===== config.mk =====
export PLATFORM = sky130hd
export DESIGN_NAME = printer_stream_page_counter
export DESIGN_NICKNAME = d
export VERILOG_FILES = /design/src/hdl/pspc_pkg.sv /design/src/hdl/printer_stream_page_counter.sv /design/src/hdl/pspc_parse.sv /design/src/hdl/pspc_out_reg.sv
export SDC_FILE = /design/constraint.sdc
export NUM_CORES = 1
export LEC_CHECK = 0
export BUFFER_PORTS_ARGS = -buffer_cell sky130_fd_sc_hd__buf_2
export CORE_AREA = 2 2 207 209
export DETAILED_ROUTE_END_ITERATION = 10
export DIE_AREA = 0 0 209 211
export GPL_TIMING_DRIVEN = 0
export PLACE_DENSITY = 0.6
export SYNTH_ARGS = -nofsm -noshare
export SYNTH_HDL_FRONTEND = slang
export SYNTH_SLANG_ARGS = --single-unit

===== constraint.sdc =====
create_clock -name clk -period 20.8 [get_ports clk]
set_input_delay 4.16 -clock clk [delete_from_list [all_inputs] [get_ports clk]]
set_output_delay 4.16 -clock clk [all_outputs]
set_load 0.005 [all_outputs]

===== src/hdl/pspc_pkg.sv =====
// pspc_pkg: shared types and constants for the printer stream page counter.
// Parse modes, opcodes, field widths and the result record.
// No dependencies.
package pspc_pkg;

	localparam int COUNT_BITS = 16;
	localparam int BYTE_BITS  = 8;
	localparam int PAGE_BITS  = 16;
	localparam int GLYPH_BITS = 16;
	localparam int SKIP_BITS  = 30;
	localparam int ROWB_BITS  = GLYPH_BITS - 2;

	typedef enum logic [3:0] {
		MODE_SCAN   = 4'd0,
		MODE_SKIP   = 4'd1,
		MODE_MOVE   = 4'd2,
		MODE_SM_W   = 4'd3,
		MODE_SM_H   = 4'd4,
		MODE_BG_WHI = 4'd5,
		MODE_BG_WLO = 4'd6,
		MODE_BG_HHI = 4'd7,
		MODE_BG_HLO = 4'd8
	} mode_t;

	localparam logic [BYTE_BITS-1:0] OP_MOVE   = 8'd130;
	localparam logic [BYTE_BITS-1:0] OP_SGLY   = 8'd198;
	localparam logic [BYTE_BITS-1:0] OP_BGLY   = 8'd199;
	localparam logic [BYTE_BITS-1:0] OP_EPAGE  = 8'd219;
	localparam logic [BYTE_BITS-1:0] OP_2B_A   = 8'd195;
	localparam logic [BYTE_BITS-1:0] OP_2B_B   = 8'd196;
	localparam logic [BYTE_BITS-1:0] OP_2B_C   = 8'd210;
	localparam logic [BYTE_BITS-1:0] OP_2B_D   = 8'd209;
	localparam logic [BYTE_BITS-1:0] OP_2B_E   = 8'd208;
	localparam logic [BYTE_BITS-1:0] OP_2B_F   = 8'd201;
	localparam logic [BYTE_BITS-1:0] OP_1B_A   = 8'd202;
	localparam logic [BYTE_BITS-1:0] OP_1B_B   = 8'd207;
	localparam logic [BYTE_BITS-1:0] OP_3B     = 8'd192;
	localparam logic [BYTE_BITS-1:0] OP_6B     = 8'd193;

	typedef struct packed {
		logic [PAGE_BITS-1:0] pages;
		logic                 page_end;
	} result_t;

endpackage


===== src/hdl/printer_stream_page_counter.sv =====
// printer_stream_page_counter: top level; input byte register, parser, result register.
// Depends on pspc_pkg, pspc_parse and pspc_out_reg.
//
// Takes one command-stream byte per cycle while in_ready is high and returns one
// result per byte: the saturating end-of-page count and a flag marking an end-of-page
// opcode. Throughput is one byte every clock cycle with out_ready held high; each byte
// passes the input register, then the result register, before its result is valid.
// The parse step, including the glyph bitmap size multiply, sits between those two
// registers. in_ready drops only when both registers are full and the output stalls.
module printer_stream_page_counter (
	input  logic                          clk,
	input  logic                          arst_n,
	input  logic                          in_valid,
	output logic                          in_ready,
	input  logic [pspc_pkg::BYTE_BITS-1:0] data_byte,
	output logic                          out_valid,
	input  logic                          out_ready,
	output logic [pspc_pkg::PAGE_BITS-1:0] pages_seen,
	output logic                          page_end
);
	import pspc_pkg::*;

	logic                 v_s1;
	logic [BYTE_BITS-1:0] byte_s1;
	logic                 adv;
	result_t              res;

	assign adv      = v_s1 && (!out_valid || out_ready);
	assign in_ready = !v_s1 || adv;

	always_ff @(posedge clk or negedge arst_n) begin
		if (!arst_n) begin
			v_s1 <= 1'b0;
		end else if (in_ready) begin
			v_s1 <= in_valid;
		end
	end

	always_ff @(posedge clk) begin
		if (in_valid && in_ready) byte_s1 <= data_byte;
	end

	pspc_parse u_parse (
		.clk       (clk),
		.arst_n    (arst_n),
		.adv       (adv),
		.data_byte (byte_s1),
		.res       (res)
	);

	pspc_out_reg u_out (
		.clk        (clk),
		.arst_n     (arst_n),
		.load       (adv),
		.res        (res),
		.out_valid  (out_valid),
		.out_ready  (out_ready),
		.pages_seen (pages_seen),
		.page_end   (page_end)
	);

	a_adv_fills_out: assert property (@(posedge clk) disable iff (!arst_n)
		adv |=> out_valid)
		else $error("result register not loaded after parse step");

	a_ready_when_out_empty: assert property (@(posedge clk) disable iff (!arst_n)
		!out_valid |-> in_ready)
		else $error("input stalled while result register empty");

	a_stall_cause: assert property (@(posedge clk) disable iff (!arst_n)
		!in_ready |-> (v_s1 && out_valid && !out_ready))
		else $error("input stalled without downstream back-pressure");

endmodule


===== src/hdl/pspc_parse.sv =====
// pspc_parse: command syntax tracker and saturating page counter.
// Holds the parse state; produces the result for the byte being consumed.
// Depends on pspc_pkg.
module pspc_parse (
	input  logic                          clk,
	input  logic                          arst_n,
	input  logic                          adv,
	input  logic [pspc_pkg::BYTE_BITS-1:0] data_byte,
	output pspc_pkg::result_t             res
);
	import pspc_pkg::*;

	mode_t                  mode_q, mode_d;
	mode_t                  after_q, after_d;
	logic [SKIP_BITS-1:0]   skip_q, skip_d;
	logic [GLYPH_BITS-1:0]  cols_q, cols_d;
	logic [GLYPH_BITS-1:0]  rows_q, rows_d;
	logic [COUNT_BITS-1:0]  total_q, total_d;
	logic                   pend;
	logic [GLYPH_BITS:0]    cols_rnd;
	logic [ROWB_BITS-1:0]   rowbytes;
	logic [GLYPH_BITS-1:0]  rows_src;
	logic [SKIP_BITS-1:0]   bitmap;

	assign cols_rnd = {1'b0, cols_q} + (GLYPH_BITS+1)'(7);
	assign rowbytes = cols_rnd[GLYPH_BITS:3];
	assign rows_src = (mode_q == MODE_BG_HLO) ? {rows_q[GLYPH_BITS-1:BYTE_BITS], data_byte}
	                                           : {{(GLYPH_BITS-BYTE_BITS){1'b0}}, data_byte};
	assign bitmap = SKIP_BITS'(rows_src) * SKIP_BITS'(rowbytes);

	always_comb begin
		mode_d  = mode_q;
		after_d = after_q;
		skip_d  = skip_q;
		cols_d  = cols_q;
		rows_d  = rows_q;
		total_d = total_q;
		pend    = 1'b0;
		unique case (mode_q)
			MODE_SKIP: begin
				if (skip_q <= SKIP_BITS'(1)) begin
					skip_d = '0;
					mode_d = after_q;
				end else begin
					skip_d = skip_q - SKIP_BITS'(1);
				end
			end
			MODE_MOVE: begin
				if (data_byte == OP_MOVE) mode_d = MODE_SCAN;
			end
			MODE_SM_W: begin
				cols_d  = {{(GLYPH_BITS-BYTE_BITS){1'b0}}, data_byte};
				after_d = MODE_SM_H;
				skip_d  = SKIP_BITS'(1);
				mode_d  = MODE_SKIP;
			end
			MODE_SM_H: begin
				rows_d  = rows_src;
				cols_d  = GLYPH_BITS'(rowbytes);
				after_d = MODE_SCAN;
				skip_d  = bitmap + SKIP_BITS'(1);
				mode_d  = MODE_SKIP;
			end
			MODE_BG_WHI: begin
				cols_d = {data_byte, {BYTE_BITS{1'b0}}};
				mode_d = MODE_BG_WLO;
			end
			MODE_BG_WLO: begin
				cols_d  = {cols_q[GLYPH_BITS-1:BYTE_BITS], data_byte};
				after_d = MODE_BG_HHI;
				skip_d  = SKIP_BITS'(2);
				mode_d  = MODE_SKIP;
			end
			MODE_BG_HHI: begin
				rows_d = {data_byte, {BYTE_BITS{1'b0}}};
				mode_d = MODE_BG_HLO;
			end
			MODE_BG_HLO: begin
				rows_d  = rows_src;
				cols_d  = GLYPH_BITS'(rowbytes);
				after_d = MODE_SCAN;
				skip_d  = bitmap + SKIP_BITS'(2);
				mode_d  = MODE_SKIP;
			end
			default: begin
				unique case (data_byte)
					OP_MOVE: mode_d = MODE_MOVE;
					OP_2B_A, OP_2B_B, OP_2B_C, OP_2B_D, OP_2B_E, OP_2B_F: begin
						skip_d = SKIP_BITS'(2);
						mode_d = MODE_SKIP;
					end
					OP_1B_A, OP_1B_B: begin
						skip_d = SKIP_BITS'(1);
						mode_d = MODE_SKIP;
					end
					OP_3B: begin
						skip_d = SKIP_BITS'(3);
						mode_d = MODE_SKIP;
					end
					OP_6B: begin
						skip_d = SKIP_BITS'(6);
						mode_d = MODE_SKIP;
					end
					OP_SGLY: begin
						after_d = MODE_SM_W;
						skip_d  = SKIP_BITS'(3);
						mode_d  = MODE_SKIP;
					end
					OP_BGLY: begin
						after_d = MODE_BG_WHI;
						skip_d  = SKIP_BITS'(4);
						mode_d  = MODE_SKIP;
					end
					OP_EPAGE: begin
						pend = 1'b1;
						if (total_q != '1) total_d = total_q + COUNT_BITS'(1);
					end
					default: ;
				endcase
			end
		endcase
	end

	assign res.pages    = PAGE_BITS'(total_d);
	assign res.page_end = pend;

	always_ff @(posedge clk or negedge arst_n) begin
		if (!arst_n) begin
			mode_q  <= MODE_SCAN;
			after_q <= MODE_SCAN;
			skip_q  <= '0;
			cols_q  <= '0;
			rows_q  <= '0;
			total_q <= '0;
		end else if (adv) begin
			mode_q  <= mode_d;
			after_q <= after_d;
			skip_q  <= skip_d;
			cols_q  <= cols_d;
			rows_q  <= rows_d;
			total_q <= total_d;
		end
	end

endmodule


===== src/hdl/pspc_out_reg.sv =====
// pspc_out_reg: result register with valid/ready handshake.
// Loads a result record and holds it until the transaction completes.
// Depends on pspc_pkg.
module pspc_out_reg (
	input  logic                          clk,
	input  logic                          arst_n,
	input  logic                          load,
	input  pspc_pkg::result_t             res,
	output logic                          out_valid,
	input  logic                          out_ready,
	output logic [pspc_pkg::PAGE_BITS-1:0] pages_seen,
	output logic                          page_end
);
	import pspc_pkg::*;

	logic    valid_q;
	result_t res_q;

	always_ff @(posedge clk or negedge arst_n) begin
		if (!arst_n) begin
			valid_q <= 1'b0;
		end else begin
			valid_q <= load || (valid_q && !out_ready);
		end
	end

	always_ff @(posedge clk) begin
		if (load) res_q <= res;
	end

	assign out_valid  = valid_q;
	assign pages_seen = res_q.pages;
	assign page_end   = res_q.page_end;

endmodule

=== Word level (Yosys, flattened, before mapping) ===
Cells that the tools add are included.

* Word-level logic and storage cells: 93
* Flip-flop bits (word level): 113
* Input port bits: 12
* Output and inout bits: 19

* Muxes and demuxes: 16
* Reduce and logical (&&, ||, !) cells: 30
* Equal/unequal tests: 25
* Bitwise operators: 3
* Add/sub/neg operators: 5
* $lt $le $gt $ge: 1
* $mul: 1

{| class="wikitable"
|+ Operator list
! cell !! count
|-
| 30-bit case mux with 6 select lines || 1
|-
| 30-bit case mux with 5 select lines || 1
|-
| 8-bit equality test (second input constant) || 14
|-
| 16-bit 2-to-1 mux || 4
|-
| 16-bit case mux with 4 select lines || 1
|-
| 16-bit case mux with 2 select lines || 1
|-
| 30-bit by 1-bit adder with 30-bit output (second input constant) || 1
|-
| 30-bit by 2-bit adder with 30-bit output (second input constant) || 1
|-
| 30-bit by 1-bit less-or-equal comparator with 1-bit output (second input constant) || 1
|-
| 16-bit by 14-bit multiplier with 30-bit output || 1
|-
| 30-bit 2-to-1 mux || 1
|-
| 30-bit by 1-bit subtractor with 30-bit output (second input constant) || 1
|-
| 4-bit case mux with 5 select lines || 1
|-
| 16-bit by 3-bit adder with 17-bit output (second input constant) || 1
|-
| 16-bit by 1-bit adder with 16-bit output (second input constant) || 1
|-
| 4-bit by 3-bit equality test with 1-bit output (second input constant) || 4
|-
| 16-bit inequality test (second input constant) || 1
|-
| 4-bit case mux with 2 select lines || 2
|-
| 4-bit case mux with 4 select lines || 1
|-
| 12-bit OR reduction || 1
|-
| 10-bit nonzero test || 1
|-
| 3-bit AND reduction || 3
|-
| 4-bit by 2-bit equality test with 1-bit output (second input constant) || 2
|-
| 4-bit 2-to-1 mux || 2
|-
| other kinds (20) || 33
|}

=== Longest topological paths before layout ===
* Word-level depth: 5
* Depth in mapped cells: 34
* Gate-level depth less buffers: 32

=== Hierarchy ===
From an unflattened synthesis, not the netlist that was laid out.

* Cell total of the unflattened synthesis: 1,789
* Area total of the unflattened synthesis: 14,851.7 um^2

{| class="wikitable"
|+ By module, submodules not included
! module !! times used !! cells an instance !! sequential area each (um^2) !! area each (um^2)
|-
| pspc_parse || 1 || 1,755 || 1,926.8 || 13,993.4
|-
| pspc_out_reg || 1 || 20 || 535.5 || 546.8
|-
| printer_stream_page_counter || 1 || 14 || 265.3 || 311.5
|}

=== Least setup slack after synthesis ===
OpenSTA, ideal clock, no wires.

* Kind: flip-flop to flip-flop
* Start point: reg u_parse.cols_q[0]
* End point: reg u_parse.skip_q[29]
* Arrival: 8.470 ns
* Period minus slack after synthesis: 8.596 ns
* Cell stages (with the launch flop): 33
* Setup time: 0.126 ns
* Buffers on the path: 2
* Path slack: 12.204 ns
* Data required time: 20.674 ns
* Cell sequence: dfrtp_1 -> o31a_1 -> and3_1 -> clkbuf_1 -> nand3_1 -> nor2_1 -> nand3_1 -> nor2_1 -> nand3_1 -> nor2_1 -> xor2_1 -> clkbuf_1 -> nand2_1 -> fa_1 -> fa_1 -> inv_1 -> fa_1 -> fa_1 -> fa_1 -> inv_1 -> fa_1 -> inv_1 -> ha_1 -> a21o_1 -> a31o_1 -> a211o_1 -> a311oi_1 -> xnor2_1 -> and4_1 -> nand3_2 -> nor4_1 -> xor2_1 -> a221o_1

* Word-level cells in the longest chain between the ends: 4
* Elaborated cells between the ends (all ways): 5
* Classes of those cells: add/sub: 3; mul: 1; mux: 1

{| class="wikitable"
|+ RTL lines
! element !! line !! text
|-
| start: declaration || pspc_parse.sv:16 || <nowiki>logic [GLYPH_BITS-1:0] cols_q, cols_d;</nowiki>
|-
| start signal: assignment || pspc_parse.sv:139 || <nowiki>cols_q <= cols_d;</nowiki>
|-
| 16-bit by 3-bit adder with 17-bit output (*) || pspc_parse.sv:25 || <nowiki>assign cols_rnd = {1'b0, cols_q} + (GLYPH_BITS+1)'(7);</nowiki>
|-
| 16-bit by 14-bit multiplier with 30-bit output (*) || pspc_parse.sv:29 || <nowiki>assign bitmap = SKIP_BITS'(rows_src) * SKIP_BITS'(rowbytes);</nowiki>
|-
| 30-bit by 2-bit adder with 30-bit output or 30-bit by 1-bit adder with 30-bit output (tied branches) || pspc_parse.sv:82, pspc_parse.sv:61 ||
|-
| 30-bit case mux with 6 select lines (*) || pspc_parse.sv:39 || <nowiki>unique case (mode_q)</nowiki>
|-
| end signal: assignment || pspc_parse.sv:138 || <nowiki>skip_q <= skip_d;</nowiki>
|-
| end: declaration || pspc_parse.sv:15 || <nowiki>logic [SKIP_BITS-1:0] skip_q, skip_d;</nowiki>
|}

Mark *: on every way between the ends. The rest lies on a longest branch, timed or not.
A chain may end at the register's enable or synchronous reset.

=== Worst setup path in the final report ===
* Start point: reg u_parse.cols_q[3]
* End point: reg u_parse.skip_q[29]

Same word-level chain as after synthesis.

==> impl_summary.txt <==
----------------------------------------------------
[Power and ir drop]
  Maximum VDD drop ... 0.0001056 V
  Tot Pwr ... 1.975 mW
  Reported leakage power ... 7.212 nW
  Power density cells ... 125.5 nW/µm²

[Cells and area]
  Proportion of layout cells with a drive suffix above 1 ... 4.548%
  Synthesis-to-finish area growth ... 8.206%
  Layout Nets ... 2074
  Highest-count cells in the layout ignoring fill and taps ... nand2_1, inv_1, fa_1, nor2_1, o21ai_0
  Final cell utilization of the core ... 37.69%
  Number of diodes added for antenna fixing ... 0
  Post-route non-filler standard cell count ... 2342
  Filler cells ... 4226
  Most common cell after layout, fill and taps aside ... nand2_1
  Post-layout instance area ... 15740 µm²

[Clocking]
  Cts hold-fix bufs ... 0
  Maximum count of clock buffers along a single path ... 2
  TritonCTS buffer count ... 9
  Sinks on Clock Net ... 104
  Later-pin clock latency in the skew report ... 370 ps
  H-tree depth ... 3
  Setup bufs post-CTS ... 0
  Post-cts gate resize count ... 0
  CTS Root Cell ... clkbuf_16
  Clock edge transition at the registers on the reported setup and hold paths ... 90 ps
  Clock tree from TritonCTS ... yes

[STA]
  Skew final ... 12.12 ps
  Final worst path period share ... 49.40%
  Count of pins over their slew limit ... 0
  Tightest slew margin relative to the limit ... 5.403%
  Slew @ Worst Pin ... 1409 ps
  Worst path setup slack after routing ... 10520 ps
  Number of hold violations in the final report ... 0
  Final setup violation count ... 0
  Setup repair after global routing missed its margin ... false
  Worst hold slack ... 487.2 ps
  Post-route minimum period ... 10280 ps
  Summed negative setup slack over all endpoints ... 0 ps
  Achievable frequency ... 97.32 MHz

[Die]
  Core box area ... 41760 µm²
  Site row count ... 75
  Floorplan die width ... 209 µm
  Die Y-Extent ... 211 µm
  Boundary pin count ... 31
  Starting density of the core ... 34.83%
  Die Footprint ... 44100 µm²

[Logic synthesis]
  Largest area contributor in the synthesized netlist ... fa_1
  Top FF cell, synth ... dfrtp_1
  Area share of the largest cell type after synthesis ... 22.71%
  Proportion of synthesized chip area in sequential cells ... 18.75%
  Summed instance area of the synthesized netlist ... 14550 µm²
  Ys Warns ... 0
  Post-Synthesis Mean Instance Area ... 8.289 µm²
  Number of enable-type register cells in the synthesized netlist ... 25
  Yosys cell types ... 81
  Synth top area cells ... fa_1, dfrtp_1, ha_1
  Fraction of registers with async set or reset after synthesis ... 75.96%
  Net count after synthesis ... 2031
  Register bit total from synthesis ... 104
  Gate Count Post-Synth ... 1755

[Placement]
  RD Place Congestion ... 0.8859
  Port Buf Inserts ... 30
  Cell area after placement ... 15400 µm²
  Post-Place Cells ... 2325
  Pre-CTS WS ... 10790 ps
  HPWL after detailed placement ... 33300 µm

[Worst setup path]
  WP data required ... 21050 ps
  Cell repeated most along the worst path ... fa_1
  Worst setup path endpoint ... u_parse.skip_q[29]$_DFFE_PN0P_
  Worst Path Class, Setup ... reg -> reg
  Crit path DAT ... 10530 ps
  Biggest cell delay along the critical path ... 950 ps
  Type of element launching the critical path ... flop
  Critical path capture point type ... flop
  Worst setup path start ... u_parse.cols_q[3]$_DFFE_PN0P_
  Worst reg-to-reg path cell count ... 31
  Launch point of the worst reg-to-reg path ... u_parse.cols_q[3]$_DFFE_PN0P_
  Cell with the largest stage delay on the worst path ... xor2_1
  Register-to-Register Setup Slack ... 10520 ps
  Worst r2r dst ... u_parse.skip_q[29]$_DFFE_PN0P_
  Top fanout value on the critical path ... 10

[GRT]
  Fraction of met1 tracks used by global routing ... 27.49%
  GR Util All Layers ... 19.75%
  Largest net degree at the start of global routing ... 64
  Wire length of the first global-routing pass ... 69240 µm
  Global routing's busiest layer ... met2
  Met3 track utilization from global routing ... 3.211%
  Vias in the first global route ... 12880
  Antenna violations before repair ... 0
  Met2 Use GR ... 31.90%
  Congestion Overflow GR ... 0

[Detailed routing]
  DRT antenna net count ... 0
  Final routed DRC violation total ... 0
  Detailed-route via count ... 12750
  Total iterations of the first detailed-routing run ... 7
  Mean routed wirelength per cell ... 18.03 µm
  Detailed Route WL ... 42220 µm
  Routed vias/inst ... 5.442
  Initial DRC count ... 1028

[Run]
  Count of maximum capacitance violations ... 0

[Worst hold path]
  Kind of path behind the tightest hold check ... reg -> reg

[Outcome]
  Result of the run ... finished clean

----------------------------------------------------
-- routing by layer --
metal | routed length [µm] | up-vias | part of all wire [%]
li1 | - | 5894 | -
met1 | 18840 | 6321 | 45
met2 | 19260 | 466 | 46
met3 | 3133 | 65 | 7.4
met4 | 983 | 0 | 2.3
met5 | 0 | - | 0
-- power by group --
part           internal, mW  switching [mW]
combinational         0.516           0.960
sequential            0.261          0.0476
clock                0.0973          0.0937
total                 0.874            1.10
-- cells by family (layout without fill, tap and decap cells) --
logic type	after synthesis	in the layout	share of synthesized area [%]
AND/OR/NAND/NOR	690	690	22.72
AO/OA/AOI/OAI	302	302	13.30
buffers and inverters	292	340	7.595
adder cells (fa/ha/maj)	264	264	31.22
flip-flops	104	104	18.75
XOR/XNOR	95	95	5.823
multiplexers	8	8	0.5849
-- critical path: cells and delay by family, from the launching register on --
| kind | cells | cell delay [ps] |
|---|---|---|
| compound gates | 5 | 1880 |
| buf+inv | 5 | 900 |
| xor+xnor | 2 | 1090 |
| simple gates | 12 | 2290 |
| fa+ha+maj | 7 | 3600 |
| flops | 1 | 390 |
-- how the worst min path moves through the flow --
stage                                    from                             end  slack [ps]  cells past startpoint
6_report       u_parse.after_q[2]$_DFFE_PN0P_  u_parse.after_q[2]$_DFFE_PN0P_         490                      2
5_1_grt        u_parse.after_q[2]$_DFFE_PN0P_  u_parse.after_q[2]$_DFFE_PN0P_         520                      2
4_1_cts        u_parse.after_q[2]$_DFFE_PN0P_  u_parse.after_q[2]$_DFFE_PN0P_         490                      2
3_5_place_dp   u_parse.after_q[2]$_DFFE_PN0P_  u_parse.after_q[2]$_DFFE_PN0P_         480                      2
3_3_place_gp   u_parse.after_q[2]$_DFFE_PN0P_  u_parse.after_q[2]$_DFFE_PN0P_         480                      2
2_1_floorplan  u_parse.after_q[2]$_DFFE_PN0P_  u_parse.after_q[2]$_DFFE_PN0P_         440                      2
-- synth_stat cells (4+ instances only) --
master	number
o21ai_0	105
nor2b_1	8
edfxtp_1	25
ha_1	99
nand2_1	277
a21boi_1	4
a21oi_1	61
o21a_1	6
nand3b_1	4
or4_1	10
o21ai_1	11
a21o_1	9
buf_2	4
clkbuf_1	70
a221o_1	4
a22oi_1	17
a211o_1	4
inv_1	212
and2_1	77
a221oi_1	6
nand2b_1	15
and3_1	18
a22o_1	10
and4_1	8
o32a_1	4
xnor2_1	61
or3_1	17
o31ai_1	4
mux2_2	4
a31oi_1	8
xor2_1	32
or2_2	6
buf_1	4
nor2_1	132
fa_1	165
nand4_1	12
mux2i_1	4
o211ai_1	6
dfrtp_1	79
nand3_1	42
o22ai_1	7
nor3_1	32
nor4_1	14
-- layout make-up --
type | instances | area (µm²) | area share [%]
Buffer | 79 | 305.3 | 1.940
Clock buffer | 9 | 225.2 | 1.431
Clock inverter | 7 | 98.84 | 0.6280
Inverter | 213 | 799.5 | 5.079
Multi-Input combinational cell | 1359 | 10710 | 68.07
Sequential cell | 104 | 2728 | 17.33
Tap cell | 539 | 674.4 | 4.285
Timing Repair Buffer | 32 | 195.2 | 1.240
-- flip-flops by register name, indices dropped and copies added, names as in the netlist, 3 cells and up --
name,count
u_parse.skip_q,30
u_out.pages_seen,16
u_parse.cols_q,16
u_parse.total_q,16
byte_s1,8
u_parse.rows_q,8
u_parse.mode_q,4
u_parse.after_q,3
Power figures use the tool's default switching activity.
